[src/hdl/chr_pkg.sv]
// Shared types, codes and constants for the replica ring.
// No dependencies; used by every module of the block.
`default_nettype none
package chr_pkg;

    localparam int PosW         = 9;
    localparam int AddrW        = 48;
    localparam int CountOutW    = 5;
    localparam int DefMaxNodes  = 16;
    localparam int Replicas     = 3;

    localparam logic [1:0] MODE_LOOKUP = 2'd0;
    localparam logic [1:0] MODE_ADD    = 2'd1;
    localparam logic [1:0] MODE_REMOVE = 2'd2;

    localparam logic [1:0] OP_LOOKUP = 2'd0;
    localparam logic [1:0] OP_ADD    = 2'd1;
    localparam logic [1:0] OP_REMOVE = 2'd2;
    localparam logic [1:0] OP_NOP    = 2'd3;

    localparam logic [1:0] ST_OK     = 2'd0;
    localparam logic [1:0] ST_DUP    = 2'd1;
    localparam logic [1:0] ST_FULL   = 2'd2;
    localparam logic [1:0] ST_ABSENT = 2'd3;

    typedef struct packed {
        logic [1:0]       mode;
        logic [PosW-1:0]  key_position;
        logic [AddrW-1:0] node_address;
        logic [PosW-1:0]  node_position;
    } t_in_item;

    typedef struct packed {
        logic                 replicas_valid;
        logic [AddrW-1:0]     primary_address;
        logic [AddrW-1:0]     secondary_address;
        logic [AddrW-1:0]     tertiary_address;
        logic [1:0]           status;
        logic [CountOutW-1:0] member_count;
    } t_out_item;

    typedef struct packed {
        logic [1:0]       op;
        logic [PosW-1:0]  pos;
        logic [AddrW-1:0] addr;
    } t_cmd;

    typedef struct packed {
        logic [PosW-1:0]  pos;
        logic [AddrW-1:0] addr;
    } t_entry;

endpackage
`default_nettype wire

[src/hdl/chr_front.sv]
// Front end: accepts requests, classifies them into commands, queues them.
// Depends on chr_pkg.
`default_nettype none
module chr_front
    import chr_pkg::*;
(
    input  wire logic     i_clk,
    input  wire logic     i_rst_n,
    input  wire logic     i_valid,
    output logic          o_ready,
    input  wire t_in_item i_item,
    output logic          o_cmd_valid,
    input  wire logic     i_cmd_ready,
    output t_cmd          o_cmd
);

    t_cmd       r_q [2];
    logic       r_wp, r_rp;
    logic [1:0] r_cnt;
    t_cmd       n_cmd;
    logic       push, pop;

    always_comb begin
        n_cmd.addr = i_item.node_address;
        case (i_item.mode)
            MODE_LOOKUP: begin
                n_cmd.op  = OP_LOOKUP;
                n_cmd.pos = i_item.key_position;
            end
            MODE_ADD: begin
                n_cmd.op  = OP_ADD;
                n_cmd.pos = i_item.node_position;
            end
            MODE_REMOVE: begin
                n_cmd.op  = OP_REMOVE;
                n_cmd.pos = i_item.node_position;
            end
            default: begin
                n_cmd.op  = OP_NOP;
                n_cmd.pos = i_item.node_position;
            end
        endcase
    end

    assign o_ready     = (r_cnt != 2'd2);
    assign o_cmd_valid = (r_cnt != 2'd0);
    assign o_cmd       = r_q[r_rp];
    assign push        = i_valid && o_ready;
    assign pop         = o_cmd_valid && i_cmd_ready;

    always_ff @(posedge i_clk) begin
        if (push) begin
            r_q[r_wp] <= n_cmd;
        end
        if (!i_rst_n) begin
            r_wp  <= 1'b0;
            r_rp  <= 1'b0;
            r_cnt <= 2'd0;
        end else begin
            if (push) begin
                r_wp <= ~r_wp;
            end
            if (pop) begin
                r_rp <= ~r_rp;
            end
            r_cnt <= r_cnt + {1'b0, push} - {1'b0, pop};
        end
    end

endmodule
`default_nettype wire

[src/hdl/chr_engine.sv]
// Back end: sorted ring table in a memory, walked by a sequencer.
// Depends on chr_pkg; fed by chr_front.
`default_nettype none
module chr_engine
    import chr_pkg::*;
#(
    parameter int MAX_NODES = DefMaxNodes
)
(
    input  wire logic  i_clk,
    input  wire logic  i_rst_n,
    input  wire logic  i_cmd_valid,
    output logic       o_cmd_ready,
    input  wire t_cmd  i_cmd,
    output logic       o_valid,
    input  wire logic  i_ready,
    output t_out_item  o_item
);

    localparam int AW = (MAX_NODES > 1) ? $clog2(MAX_NODES) : 1;
    localparam int CW = $clog2(MAX_NODES + 1);
    localparam logic [CW-1:0] CntMax = CW'(MAX_NODES);
    localparam logic [CW-1:0] CntRep = CW'(Replicas);
    localparam logic [CW-1:0] One    = CW'(1);
    localparam logic [CW-1:0] Two    = CW'(2);

    localparam logic [3:0] S_IDLE   = 4'd0;
    localparam logic [3:0] S_START  = 4'd1;
    localparam logic [3:0] S_SC_RD  = 4'd2;
    localparam logic [3:0] S_SC_CK  = 4'd3;
    localparam logic [3:0] S_DECIDE = 4'd4;
    localparam logic [3:0] S_SH_RD  = 4'd5;
    localparam logic [3:0] S_SH_WR  = 4'd6;
    localparam logic [3:0] S_INS    = 4'd7;
    localparam logic [3:0] S_LK_RD  = 4'd8;
    localparam logic [3:0] S_LK_CK  = 4'd9;
    localparam logic [3:0] S_DONE   = 4'd10;

    t_entry           r_mem [MAX_NODES];
    t_entry           r_rdata;
    logic [3:0]       r_state;
    t_cmd             r_cmd;
    logic [CW-1:0]    r_n, r_i, r_at;
    logic [1:0]       r_k;
    logic             r_hit;
    logic             r_rv;
    logic [AddrW-1:0] r_pri, r_sec, r_ter;
    logic [1:0]       r_status;
    logic             r_ovalid;
    t_out_item        r_out;

    logic [CW-1:0]    raddr;
    logic             wr_en;
    logic [CW-1:0]    waddr;
    t_entry           wdata;
    logic             load;

    assign o_cmd_ready = (r_state == S_IDLE);
    assign load        = (r_state == S_DONE) && (!r_ovalid || i_ready);
    assign o_valid     = r_ovalid;
    assign o_item      = r_out;

    always_comb begin
        raddr = r_i;
        if (r_state == S_SH_RD) begin
            raddr = (r_cmd.op == OP_ADD) ? r_i - One : r_i + One;
        end
        wr_en = 1'b0;
        waddr = r_i;
        wdata = r_rdata;
        if (r_state == S_SH_WR) begin
            wr_en = 1'b1;
        end else if (r_state == S_INS) begin
            wr_en      = 1'b1;
            waddr      = r_at;
            wdata.pos  = r_cmd.pos;
            wdata.addr = r_cmd.addr;
        end
    end

    always_ff @(posedge i_clk) begin
        if (wr_en) begin
            r_mem[waddr[AW-1:0]] <= wdata;
        end
        r_rdata <= r_mem[raddr[AW-1:0]];
    end

    always_ff @(posedge i_clk) begin
        if (load) begin
            r_out.replicas_valid    <= r_rv;
            r_out.primary_address   <= r_pri;
            r_out.secondary_address <= r_sec;
            r_out.tertiary_address  <= r_ter;
            r_out.status            <= r_status;
            r_out.member_count      <= CountOutW'(r_n);
        end
        if (!i_rst_n) begin
            r_state  <= S_IDLE;
            r_n      <= '0;
            r_ovalid <= 1'b0;
        end else begin
            if (load) begin
                r_ovalid <= 1'b1;
            end else if (i_ready) begin
                r_ovalid <= 1'b0;
            end
            case (r_state)
                S_IDLE: begin
                    if (i_cmd_valid) begin
                        r_cmd   <= i_cmd;
                        r_state <= S_START;
                    end
                end
                S_START: begin
                    r_rv     <= 1'b0;
                    r_pri    <= '0;
                    r_sec    <= '0;
                    r_ter    <= '0;
                    r_status <= ST_OK;
                    r_i      <= '0;
                    r_at     <= '0;
                    r_k      <= 2'd0;
                    r_hit    <= 1'b0;
                    case (r_cmd.op)
                        OP_LOOKUP: r_state <= (r_n < CntRep) ? S_DONE : S_SC_RD;
                        OP_ADD, OP_REMOVE: r_state <= (r_n == '0) ? S_DECIDE : S_SC_RD;
                        default: r_state <= S_DONE;
                    endcase
                end
                S_SC_RD: begin
                    r_state <= S_SC_CK;
                end
                S_SC_CK: begin
                    case (r_cmd.op)
                        OP_LOOKUP: begin
                            if (r_cmd.pos <= r_rdata.pos) begin
                                r_state <= S_LK_RD;
                            end else if (r_i + One == r_n) begin
                                r_i     <= '0;
                                r_state <= S_LK_RD;
                            end else begin
                                r_i     <= r_i + One;
                                r_state <= S_SC_RD;
                            end
                        end
                        OP_ADD: begin
                            if (r_rdata.addr == r_cmd.addr) begin
                                r_hit <= 1'b1;
                            end
                            if (r_rdata.pos <= r_cmd.pos) begin
                                r_at <= r_i + One;
                            end
                            if (r_i + One == r_n) begin
                                r_state <= S_DECIDE;
                            end else begin
                                r_i     <= r_i + One;
                                r_state <= S_SC_RD;
                            end
                        end
                        default: begin
                            if (r_rdata.addr == r_cmd.addr) begin
                                r_hit   <= 1'b1;
                                r_at    <= r_i;
                                r_state <= S_DECIDE;
                            end else if (r_i + One == r_n) begin
                                r_state <= S_DECIDE;
                            end else begin
                                r_i     <= r_i + One;
                                r_state <= S_SC_RD;
                            end
                        end
                    endcase
                end
                S_DECIDE: begin
                    if (r_cmd.op == OP_ADD) begin
                        if (r_hit) begin
                            r_status <= ST_DUP;
                            r_state  <= S_DONE;
                        end else if (r_n == CntMax) begin
                            r_status <= ST_FULL;
                            r_state  <= S_DONE;
                        end else begin
                            r_i     <= r_n;
                            r_state <= (r_n == r_at) ? S_INS : S_SH_RD;
                        end
                    end else begin
                        if (!r_hit) begin
                            r_status <= ST_ABSENT;
                            r_state  <= S_DONE;
                        end else begin
                            r_i <= r_at;
                            if (r_at + One == r_n) begin
                                r_n     <= r_n - One;
                                r_state <= S_DONE;
                            end else begin
                                r_state <= S_SH_RD;
                            end
                        end
                    end
                end
                S_SH_RD: begin
                    r_state <= S_SH_WR;
                end
                S_SH_WR: begin
                    if (r_cmd.op == OP_ADD) begin
                        r_i     <= r_i - One;
                        r_state <= (r_i - One == r_at) ? S_INS : S_SH_RD;
                    end else begin
                        r_i <= r_i + One;
                        if (r_i + Two == r_n) begin
                            r_n     <= r_n - One;
                            r_state <= S_DONE;
                        end else begin
                            r_state <= S_SH_RD;
                        end
                    end
                end
                S_INS: begin
                    r_n     <= r_n + One;
                    r_state <= S_DONE;
                end
                S_LK_RD: begin
                    r_state <= S_LK_CK;
                end
                S_LK_CK: begin
                    case (r_k)
                        2'd0:    r_pri <= r_rdata.addr;
                        2'd1:    r_sec <= r_rdata.addr;
                        default: r_ter <= r_rdata.addr;
                    endcase
                    r_i <= (r_i + One == r_n) ? '0 : r_i + One;
                    r_k <= r_k + 2'd1;
                    if (r_k == 2'd2) begin
                        r_rv    <= 1'b1;
                        r_state <= S_DONE;
                    end else begin
                        r_state <= S_LK_RD;
                    end
                end
                S_DONE: begin
                    if (load) begin
                        r_state <= S_IDLE;
                    end
                end
                default: r_state <= S_IDLE;
            endcase
        end
    end

endmodule
`default_nettype wire

[src/hdl/consistent_hash_replica_ring.sv]
// Top level of the three-replica consistent-hash ring.
// Depends on chr_pkg, chr_front and chr_engine.
//
// One request is handled at a time by a sequencer that walks the table
// memory, visiting each entry in a read and a check state. A lookup scans for
// the primary, then reads three replicas; an add scans all members, then
// shifts entries up and inserts; a remove scans to the member, then shifts
// entries down. A lookup with under three members and an unknown mode go
// straight to the result. A two-entry request queue and a result register let
// both sides stall independently. No clearing pass after reset.
`default_nettype none
module consistent_hash_replica_ring
    import chr_pkg::*;
#(
    parameter int MAX_NODES = DefMaxNodes
)
(
    input  wire logic     i_clk,
    input  wire logic     i_rst_n,
    input  wire logic     i_valid,
    output logic          o_ready,
    input  wire t_in_item i_item,
    output logic          o_valid,
    input  wire logic     i_ready,
    output t_out_item     o_item
);

    logic cmd_valid, cmd_ready;
    t_cmd cmd;

    chr_front u_front (
        .i_clk       (i_clk),
        .i_rst_n     (i_rst_n),
        .i_valid     (i_valid),
        .o_ready     (o_ready),
        .i_item      (i_item),
        .o_cmd_valid (cmd_valid),
        .i_cmd_ready (cmd_ready),
        .o_cmd       (cmd)
    );

    chr_engine #(.MAX_NODES(MAX_NODES)) u_engine (
        .i_clk       (i_clk),
        .i_rst_n     (i_rst_n),
        .i_cmd_valid (cmd_valid),
        .o_cmd_ready (cmd_ready),
        .i_cmd       (cmd),
        .o_valid     (o_valid),
        .i_ready     (i_ready),
        .o_item      (o_item)
    );

    a_rep_ok: assert property (@(posedge i_clk) disable iff (!i_rst_n)
        o_valid && o_item.replicas_valid |->
            o_item.status == ST_OK && o_item.member_count >= CountOutW'(Replicas))
        else $error("replicas reported with bad status or too few members");

    a_rep_zero: assert property (@(posedge i_clk) disable iff (!i_rst_n)
        o_valid && !o_item.replicas_valid |->
            o_item.primary_address == '0 && o_item.tertiary_address == '0)
        else $error("non-lookup result carries addresses");

    a_dup_count: assert property (@(posedge i_clk) disable iff (!i_rst_n)
        o_valid && i_ready && o_item.status != ST_OK |=>
            !o_valid || o_item.member_count == $past(o_item.member_count)
            || o_item.status == ST_OK)
        else $error("member count changed on a failed update");

endmodule
`default_nettype wire
[config.mk]
export PLATFORM = sky130hd
export DESIGN_NAME = consistent_hash_replica_ring
export DESIGN_NICKNAME = d
export VERILOG_FILES = /design/src/hdl/chr_pkg.sv /design/src/hdl/chr_front.sv /design/src/hdl/chr_engine.sv /design/src/hdl/consistent_hash_replica_ring.sv
export SDC_FILE = /design/constraint.sdc
export NUM_CORES = 1
export LEC_CHECK = 0
export BUFFER_PORTS_ARGS = -buffer_cell sky130_fd_sc_hd__buf_4
export CORE_MARGIN = 4
export CORE_UTILIZATION = 40
export DETAILED_ROUTE_END_ITERATION = 10
export PLACE_DENSITY = 0.56
export SETUP_SLACK_MARGIN = 0.5
export SYNTH_ARGS = -nofsm -noshare
export SYNTH_HDL_FRONTEND = slang
export SYNTH_HIERARCHICAL = 1
export SYNTH_SLANG_ARGS = --single-unit
export TNS_END_PERCENT = 50
[constraint.sdc]
create_clock -name i_clk -period 15.9 [get_ports i_clk]
set_input_delay 1.59 -clock i_clk [delete_from_list [all_inputs] [get_ports i_clk]]
set_output_delay 1.59 -clock i_clk [all_outputs]
set_load 0.05 [all_outputs]
# Word-level counts from Yosys, hierarchy flattened
# Memory sizes are Yosys's and may differ from the RTL's. A register that Yosys moved wholly into a read port is not among the register bits.
# Index checks and enable logic that the tools add are counted.
totals:
  register_bits: 326
  latchBits: 0
  output_inout_bits: 154
  input_bits: 72
  ramBits: 1030
  memories: 2
  romBits: 0
  elab_cells: 187
mem_list:
  columns: ["name", "words", "word_bits", "read_ports", "rd_clocked_by_memory_dff", "wr", "line", "rtl"]
  rows:
  - ["u_engine.r_mem", 16, 57, 1, 1, 1, "chr_engine.sv:39", "t_entry r_mem [MAX_NODES];"]
  - ["u_front.r_q", 2, 59, 1, 1, 1, "chr_front.sv:17", "t_cmd r_q [2];"]
op_classes:
  n_bitwise: 2
  n_reduce_logical: 31
  n_lt_le_gt_ge: 3
  n_mul: 0
  n_eq_ne: 46
  shifts: 0
  n_addsub: 9
  muxes: 73
  n_div: 0
ops:
  columns: ["cell", "n"]
  rows:
  - ["$pmux W48 S2", 3]
  - ["$mux W48", 3]
  - ["$mux W57", 2]
  - ["$mux W5", 16]
  - ["$mux W4", 15]
  - ["$eq A48 B48 Y1", 1]
  - ["$pmux W4 S11", 1]
  - ["$pmux W11 S3", 1]
  - ["$pmux W5 S2", 3]
  - ["$eq A5 B5 Y1", 5]
  - ["$pmux W5 S5", 1]
  - ["$le A9 B9 Y1", 2]
  - ["$eq A4 B3 Y1 const B", 4]
  - ["$ne A2 B2 Y1 const B", 8]
  - ["$pmux W4 S2", 2]
  - ["$add A5 B1 Y5 const B", 3]
  - ["$pmux W5 S3", 1]
  - ["$reduce_and A3 Y1", 5]
  - ["$mux W2", 7]
  - ["$eq A4 B4 Y1 const B", 3]
  - ["$ne A2 B1 Y1 const B", 6]
  - ["$mux W1", 11]
  - ["$reduce_bool A2 Y1", 5]
  - ["$sub A5 B1 Y5 const B", 2]
  - ["other kinds (33)", 54]

# Logic depth before layout (Yosys ltp)
# Gate-level depths: netlist of the first run.
logic_depth:
  word_depth: 6
  depth_mapped: 14
  mapped_depth_nobuf: 10

# Modules after synthesis
# Netlist of the first run, hierarchy kept.
modules_own_cells:
  columns: ["module", "n_inst", "cells_per_inst", "seq_area_each_um2", "area_per_inst_um2"]
  rows:
  - ["chr_engine", 1, 3978, 39868.2, 56031.2]
  - ["chr_front", 1, 225, 3643.5, 4688.2]

# Least setup slack after synthesis of the first run
# Ideal clock, no wire load.
synth_timing:
  path_type: "input to register"
  start: "in i_ready"
  end: "reg u_engine.r_out, in the netlist u_engine/o_item[0] (enable)"
  cell_stages: 2
  setup_time_ns: 0.682
  t_arrival_ns: 8.396
  path_slack_ns: 6.822
  t_required_ns: 15.218
  cell_sequence: "nand2b_1 -> nor2b_1"
synth_between:
  elab_chain_len: 2
synth_lines:
  columns: ["element", "line", "rtl"]
  rows:
  - ["from (decl)", "consistent_hash_replica_ring.sv:24", "input wire logic i_ready,"]
  - ["$logic_or A1 B1 Y1", "chr_engine.sv:59", "assign load = (r_state == S_DONE) && (!r_ovalid || i_ready);"]
  - ["$logic_and A1 B1 Y1", "chr_engine.sv:59", null]
  - ["net u_engine.load", "chr_engine.sv:56", "logic load;"]
  - ["to (decl)", "chr_engine.sv:50", "t_out_item r_out;"]
# The timed path passes the listed nets, and every way through them passes these cells.
# A chain may end at the register's enable or synchronous reset.

# Worst setup path after layout of the first run
layout_timing:
  start: "reg u_engine.r_state[0]"
  end: "reg, netlist name u_engine/r_rdata[34]"
layout_between:
  elab_chain_len: 2
layout_lines:
  columns: ["element", "line", "rtl"]
  rows:
  - ["from (decl)", "chr_engine.sv:41", "logic [3:0] r_state;"]
  - ["from (signal assigned)", "chr_engine.sv:125", "OP_LOOKUP: r_state <= (r_n < CntRep) ? S_DONE : S_SC_RD;"]
  - ["from (signal assigned)", "chr_engine.sv:126", "OP_ADD, OP_REMOVE: r_state <= (r_n == '0) ? S_DECIDE : S_SC_RD;"]
  - ["from (signal assigned)", "chr_engine.sv:184", "r_state <= (r_n == r_at) ? S_INS : S_SH_RD;"]
  - ["$eq A4 B3 Y1", "chr_engine.sv:65", "if (r_state == S_SH_RD) begin"]
  - ["$mux W4", "chr_engine.sv:65", null]
# No other way between the ends.

==> impl_metrics.yaml, run 1 <==
die:
  num_rows: 142
  fp.dieW_um: 398
  core_area_um2: 150000
  io_pins: 226
  dieArea_um2: 158000
  start_util_pct: 40.4
  die_height_um: 398
synthesis:
  synth.distinct_cells: 78
  synth_seq_cells: 1473
  async_reset_ff_share_pct: 0
  synth_area_um2: 60700
  ys.flop_type: "edfxtp_1"
  syn_nets: 4303
  synth_cells: 4203
  syn_avg_cell_area_um2: 14.4
  yosysSeqAreaShare_pct: 71.7
  synth-edff-count: 1401
  yosys_warnings: 6
timing:
  hold_viol_final: 0
  setup_tns_ns: 0
  worstMarginPinSlew_ns: 1.25
  rsz0062_at_grt: "no"
  period_share_pct: 35.8
  finalSetupViolCount: 0
  slew_violations: 0
  setup_ws_ns: 10.21
  fin_skew_ns: 0.0264
  relSlewSlack_pct: 16.6
  max_freq_mhz: 176
  min_period_ns: 5.69
clocking:
  cts_root_buffer: "clkbuf_16"
  clockBufferDepth: 3
  cts.sinks: 1473
  cts_setup_buffers: 0
  clkTransAtPathRegs_ns: 0.06
  cts-resized-gates: 0
  htreeDepth: 4
  cts_hold_buf: 0
  cts_tree: "built"
  cts_buffers: 147
  clock_latency_ns: 0.79
global_route:
  antenna_found_initial: 2
  grt_pass1_vias: 35900
  grt_util_all_layers_pct: 20.7
  grt_start_max_net_pins: 245
  grt_overflow_total: 0
  grt_pass1_wl_um: 243000
cells_and_area:
  fillers: 13200
  syn_to_final_growth_pct: 13.9
  drive_gt1_share_pct: 16.3
  ff_latch_area_um2: 43500
  finalNetCount: 4423
  multi_input_area_um2: 16000
detailed_routing:
  wl_um: 167000
  vias: 36800
  first_pass_iters: 5
  met1_length_um: 69600
  wl_met2_um: 81800
  viasPerCell: 5.69
  first_iter_violations: 3578
  drc: 0
  wl_per_cell_um: 25.8
  topRoutingLayerUsed: "met4"
  met3_length_um: 10300
  detail-route-antenna-nets: 0
placed_design:
  gp_congestion: 0.818
  io_buffers: 225
  place_ws_ns: 10.35
  hpwl_um: 89600
worst_setup_path:
  arrival_ns: 6.33
  r2r_cells: 8
  path_max_fanout: 77
  end_kind: "register"
  critPathLaunchType: "register"
  cp.required_ns: 16.54
  path_class: "reg -> reg"
pwr:
  cellLeakagePower_nw: 22.6
  ir_drop_mv: 0.122
  power_density_nw_per_um2: 158
min_path:
  hold_depth: 0
  hp-class: "reg -> reg"
run_status:
  status: "completed"
run:
  cap_violations: 0
layout make-up:
type	count	share of cell area (%)
Sequential cell	1473	62.9
Multi-Input combinational cell	2363	23.1
Clock buffer	200	5.75
Tap cell	2016	3.65
Timing Repair Buffer	312	3.44
Clock inverter	71	1.01
Inverter	26	0.143
Antenna cell	4	0.0145
where the power goes:
| group | total [mW] | switching [mW] | internal (mW) |
|---|---|---|---|
| logic | 2.38 | 1.64 | 0.734 |
| clock network | 3.40 | 1.44 | 1.96 |
| registers | 5.15 | 0.238 | 4.91 |
| total | 10.9 | 3.33 | 7.60 |
synth_stat cells, drive strengths merged, types with 9 or more instances:
cell	instances	area, µm²
clkbuf	254	955
inv	24	90.1
buf	87	469
nand4	19	119
or4	58	435
xnor2	65	569
nand3	129	646
o21ai	143	716
mux2i	9	90.1
edfxtp	1401	42100
mux2	120	1390
a21oi	20	104
nand2	487	1840
dfxtp	72	1440
nor2b	12	75.1
a31oi	9	56.3
nand2b	232	1460
a22oi	115	863
nor3	127	641
a211oi	121	908
a311oi	229	2010
nor2	56	215
a221oi	116	1320
and2	169	1060
xor2	15	131
ha	27	338
state kept, by name (all words and copies together), names as in the netlist, 2 cells and up, named ones only:
signal	cells
u_engine/o_item	152
u_engine/r_at	5
u_engine/r_cmd	59
u_engine/r_i	5
u_engine/r_k	2
u_engine/r_mem	912
u_engine/r_n	5
u_engine/r_pri	48
u_engine/r_rdata	57
u_engine/r_sec	48
u_engine/r_state	4
u_engine/r_status	2
u_engine/r_ter	48
u_front/r_cnt	2
u_front/r_q	118
through the flow:
step           util (%)  total power [mW]  hold WS (ns)  instance area, µm²  instances
6_report           46.0              10.9         0.411               69200       6465
3_5_place_dp       42.9              7.59         0.405               64500       6190
3_3_place_gp       42.9              7.56         0.403               64500       6190
5_1_grt            46.0              11.4         0.422               69200       6461
4_1_cts            46.0              11.0         0.415               69200       6461
2_1_floorplan         -              6.69         0.400               60700       4203
worst max-delay path, stage by stage, from the launching register on:
cell,delay (ns)
dfxtp_1,0.87
and4bb_4,0.64
nor2_1,0.13
a21oi_4,0.62
buf_4,0.72
buf_4,0.80
buf_4,0.83
a311oi_1,0.24
or4_1,0.56
layer usage:
layer	up-vias	global-route usage (%)
li1	16500	-
met1	18700	27.5
met2	1359	34.8
met3	270	3.30
met4	0	6.96
met5	-	0
final timing paths:
kind,start,to,slack (ns)
setup reg to reg,u_engine/r_state[0]$_SDFFE_PN0P_,u_engine/r_rdata[34]$_DFF_P_,10.21
hold / removal,u_engine/r_ter[31]$_DFFE_PP_,u_engine/o_item[38]$_DFFE_PP_,0.41
hold reg to reg,u_engine/r_ter[31]$_DFFE_PP_,u_engine/o_item[38]$_DFFE_PP_,0.41
setup / recovery,u_engine/r_state[0]$_SDFFE_PN0P_,u_engine/r_rdata[34]$_DFF_P_,10.21
cell usage in the layout (no fill, tap or decap), drive strengths merged, types with 5 or more instances in the layout:
master / n
a211oi: 121
a21o: 5
a21oi: 20
a221oi: 116
a22oi: 115
a311oi: 229
a31oi: 9
and2: 169
and3: 6
buf: 312
bufinv: 12
clkbuf: 200
clkinv: 47
dfxtp: 72
edfxtp: 1401
ha: 27
inv: 35
mux2: 120
mux2i: 9
nand2: 487
nand2b: 232
nand3: 129
nand3b: 5
nand4: 19
nor2: 56
nor2b: 12
nor3: 127
nor3b: 7
nor4: 6
o21ai: 143
o22ai: 5
or4: 58
xnor2: 65
xor2: 15
cell families (layout without fill, tap and decap cells):
| kind of cell | after synthesis | after routing | synth area share, % |
|---|---|---|---|
| xor gates and xnor gates | 80 | 80 | 1.15 |
| other | 0 | 4 | 0 |
| muxes | 129 | 129 | 2.44 |
| and+or+nand+nor | 1327 | 1327 | 11.2 |
| adders and majority gates | 28 | 28 | 0.589 |
| AOI/OAI and AO/OA | 799 | 799 | 10.5 |
| buffers and inverters | 367 | 609 | 2.51 |
| DFF | 1473 | 1473 | 71.7 |
Power figures use the tool's default switching activity.
==> inputs of run 2 (changes only) <==
--- a/config.mk
+++ b/config.mk
@@ -9,7 +9,7 @@
 export CORE_MARGIN = 4
 export CORE_UTILIZATION = 40
 export DETAILED_ROUTE_END_ITERATION = 10
-export PLACE_DENSITY = 0.56
+export PLACE_DENSITY = 0.58
 export SETUP_SLACK_MARGIN = 0.5
 export SYNTH_ARGS = -nofsm -noshare
 export SYNTH_HDL_FRONTEND = slang
==> constraint.sdc (replaced) <==
create_clock -name i_clk -period 4.95 [get_ports i_clk]
set_input_delay 0.495 -clock i_clk [delete_from_list [all_inputs] [get_ports i_clk]]
set_output_delay 0.495 -clock i_clk [all_outputs]
set_load 0.05 [all_outputs]
==> impl_metrics.yaml, run 2 (synthesized netlist as in run 1, its figures left out) <==
cells_and_area:
  largest_register_ff_count: 912
  drive_gt1_share_pct: 18.1
  final_cell_mix: "edfxtp_1 (1401), nand2_1 (485), buf_4 (346), nand2b_1 (231), a311oi_1 (229)"
  finalNetCount: 4563
  syn_to_final_growth_pct: 17.3
  final_area_um2: 71200
  final_common_cell: "edfxtp_1"
clocking:
  clkTransAtPathRegs_ns: 0.06
  clockBufferDepth: 3
  cts.sinks: 1473
  cts_buffers: 148
  cts_tree: "built"
  htreeDepth: 4
  clock_latency_ns: 0.77
  cts_root_buffer: "clkbuf_16"
worst_setup_path:
  critPathLaunchType: "register"
  critPathMaxStageDelay_ns: 0.59
  slowest_stage: "o22a_4"
  arrival_ns: 4.71
  cp.required_ns: 5.59
  end_kind: "register"
  r2r_cells: 11
  crit_cells: 11
  crit_buf_inv: 3
  cpLargestDelayFamily: "compound AO/OA/AOI/OAI gates"
  timing.reg2reg.setup_slack_ns: 0.88
  path_class: "reg -> reg"
  path_max_fanout: 23
  path_cells: "inv_1 > ha_1 > inv_1 > ha_1 > nor2_1 > nor2_1 > a22oi_1 > o22a_4 > buf_4 > a311oi_1 > or4_1"
timing:
  setup_tns_ns: 0
  slew_violations: 0
  finalSetupViolCount: 0
  fin_skew_ns: 0.0198
  rsz0062_at_grt: "no"
  relSlewSlack_pct: 17.0
  min_period_ns: 4.07
  period_share_pct: 82.3
  worstMarginPinSlew_ns: 1.24
  max_freq_mhz: 246
  hold_viol_final: 0
detailed_routing:
  detail-route-antenna-nets: 0
  vias: 37800
  first_pass_iters: 6
  viasPerCell: 5.72
  first_iter_violations: 3893
  wl_per_cell_um: 25.6
  wl_um: 169000
  drc: 0
global_route:
  grt_util_all_layers_pct: 21.0
  grt_overflow_total: 0
  antenna_found_initial: 4
  grt_start_max_net_pins: 138
  grt_pass1_wl_um: 248000
  grt_pass1_vias: 37300
die:
  core_area_um2: 150000
  dieArea_um2: 158000
  die_height_um: 398
  num_rows: 142
  fp.dieW_um: 398
  start_util_pct: 40.4
  io_pins: 226
min_path:
  hold_depth: 2
  hp-class: "in -> reg"
pwr:
  p_seq_share_pct: 45.9
  combPwrFrac_pct: 22.7
  power.switching_mw: 11.0
  p_sw_share_pct: 30.4
  cellLeakagePower_nw: 23.5
  pwr-share-clk_pct: 31.4
  intPower_mw: 25.1
  ir_drop_mv: 0.408
  power_density_nw_per_um2: 507
placed_design:
  placed_cell_area_um2: 65700
  gp_congestion: 0.813
  io_buffers: 225
  hpwl_um: 97900
run:
  cap_violations: 0
run_status:
  status: "completed"
[run 2: layout make-up]
type	instances	area [µm²]
fill	13000	79100
sequential	1473	43500
multi-input combinational	2363	16000
clock buffer	200	4170
timing repair buffer	451	4120
tap	2016	2520
clock inverter	75	803
inverter	26	98.8
antenna	2	5.00
[run 2: layer usage]
metal	track usage [%]	wire [µm]	vias up
met2	35.3	82400	1475
met1	27.9	69900	19200
met5	0	12	-
li1	-	-	16800
met3	3.19	11100	298
met4	7.31	5410	2
[run 2: final timing paths]
kind	start	endpoint
max	u_engine/r_cmd[58]$_DFFE_PP_	u_engine/r_rdata[4]$_DFF_P_
min reg2reg	u_engine/r_pri[28]$_DFFE_PP_	u_engine/o_item[131]$_DFFE_PP_
min	i_item[8]	u_front/r_q[0][56]$_DFFE_PP_
max reg2reg	u_engine/r_cmd[58]$_DFFE_PP_	u_engine/r_rdata[4]$_DFF_P_
[run 2: what timing repair did]
action	4_1_cts	5_1_grt
hold buffers	58	0
setup buffers	0	0
gates resized for setup	0	0
hold endpoints to repair	107	0
[run 2: through the flow]
step / worst slack (ns) / std cells / hold WS (ns) / utilization (%) / total power, mW
after global placement: 1.09 / 6271 / 0.402 / 43.7 / 24.9
final: 0.878 / 6606 / 0.0669 / 47.4 / 36.1
after floorplan: 0.123 / 4203 / 0.400 / - / 21.5
after detailed placement: 0.946 / 6271 / 0.405 / 43.7 / 25.0
after global routing: 0.730 / 6604 / 0.0363 / 47.4 / 37.6
after CTS: 0.924 / 6604 / 0.00182 / 47.4 / 36.3
[run 2: power by group through the flow]
stage | combinational [mW] | clock [mW] | sequential, mW
2_1_floorplan | 5.04 | 0 | 16.4
3_3_place_gp | 8.02 | 0 | 16.8
3_5_place_dp | 8.12 | 0 | 16.8
4_1_cts | 8.19 | 11.6 | 16.6
5_1_grt | 8.80 | 12.1 | 16.6
6_report | 8.20 | 11.3 | 16.6
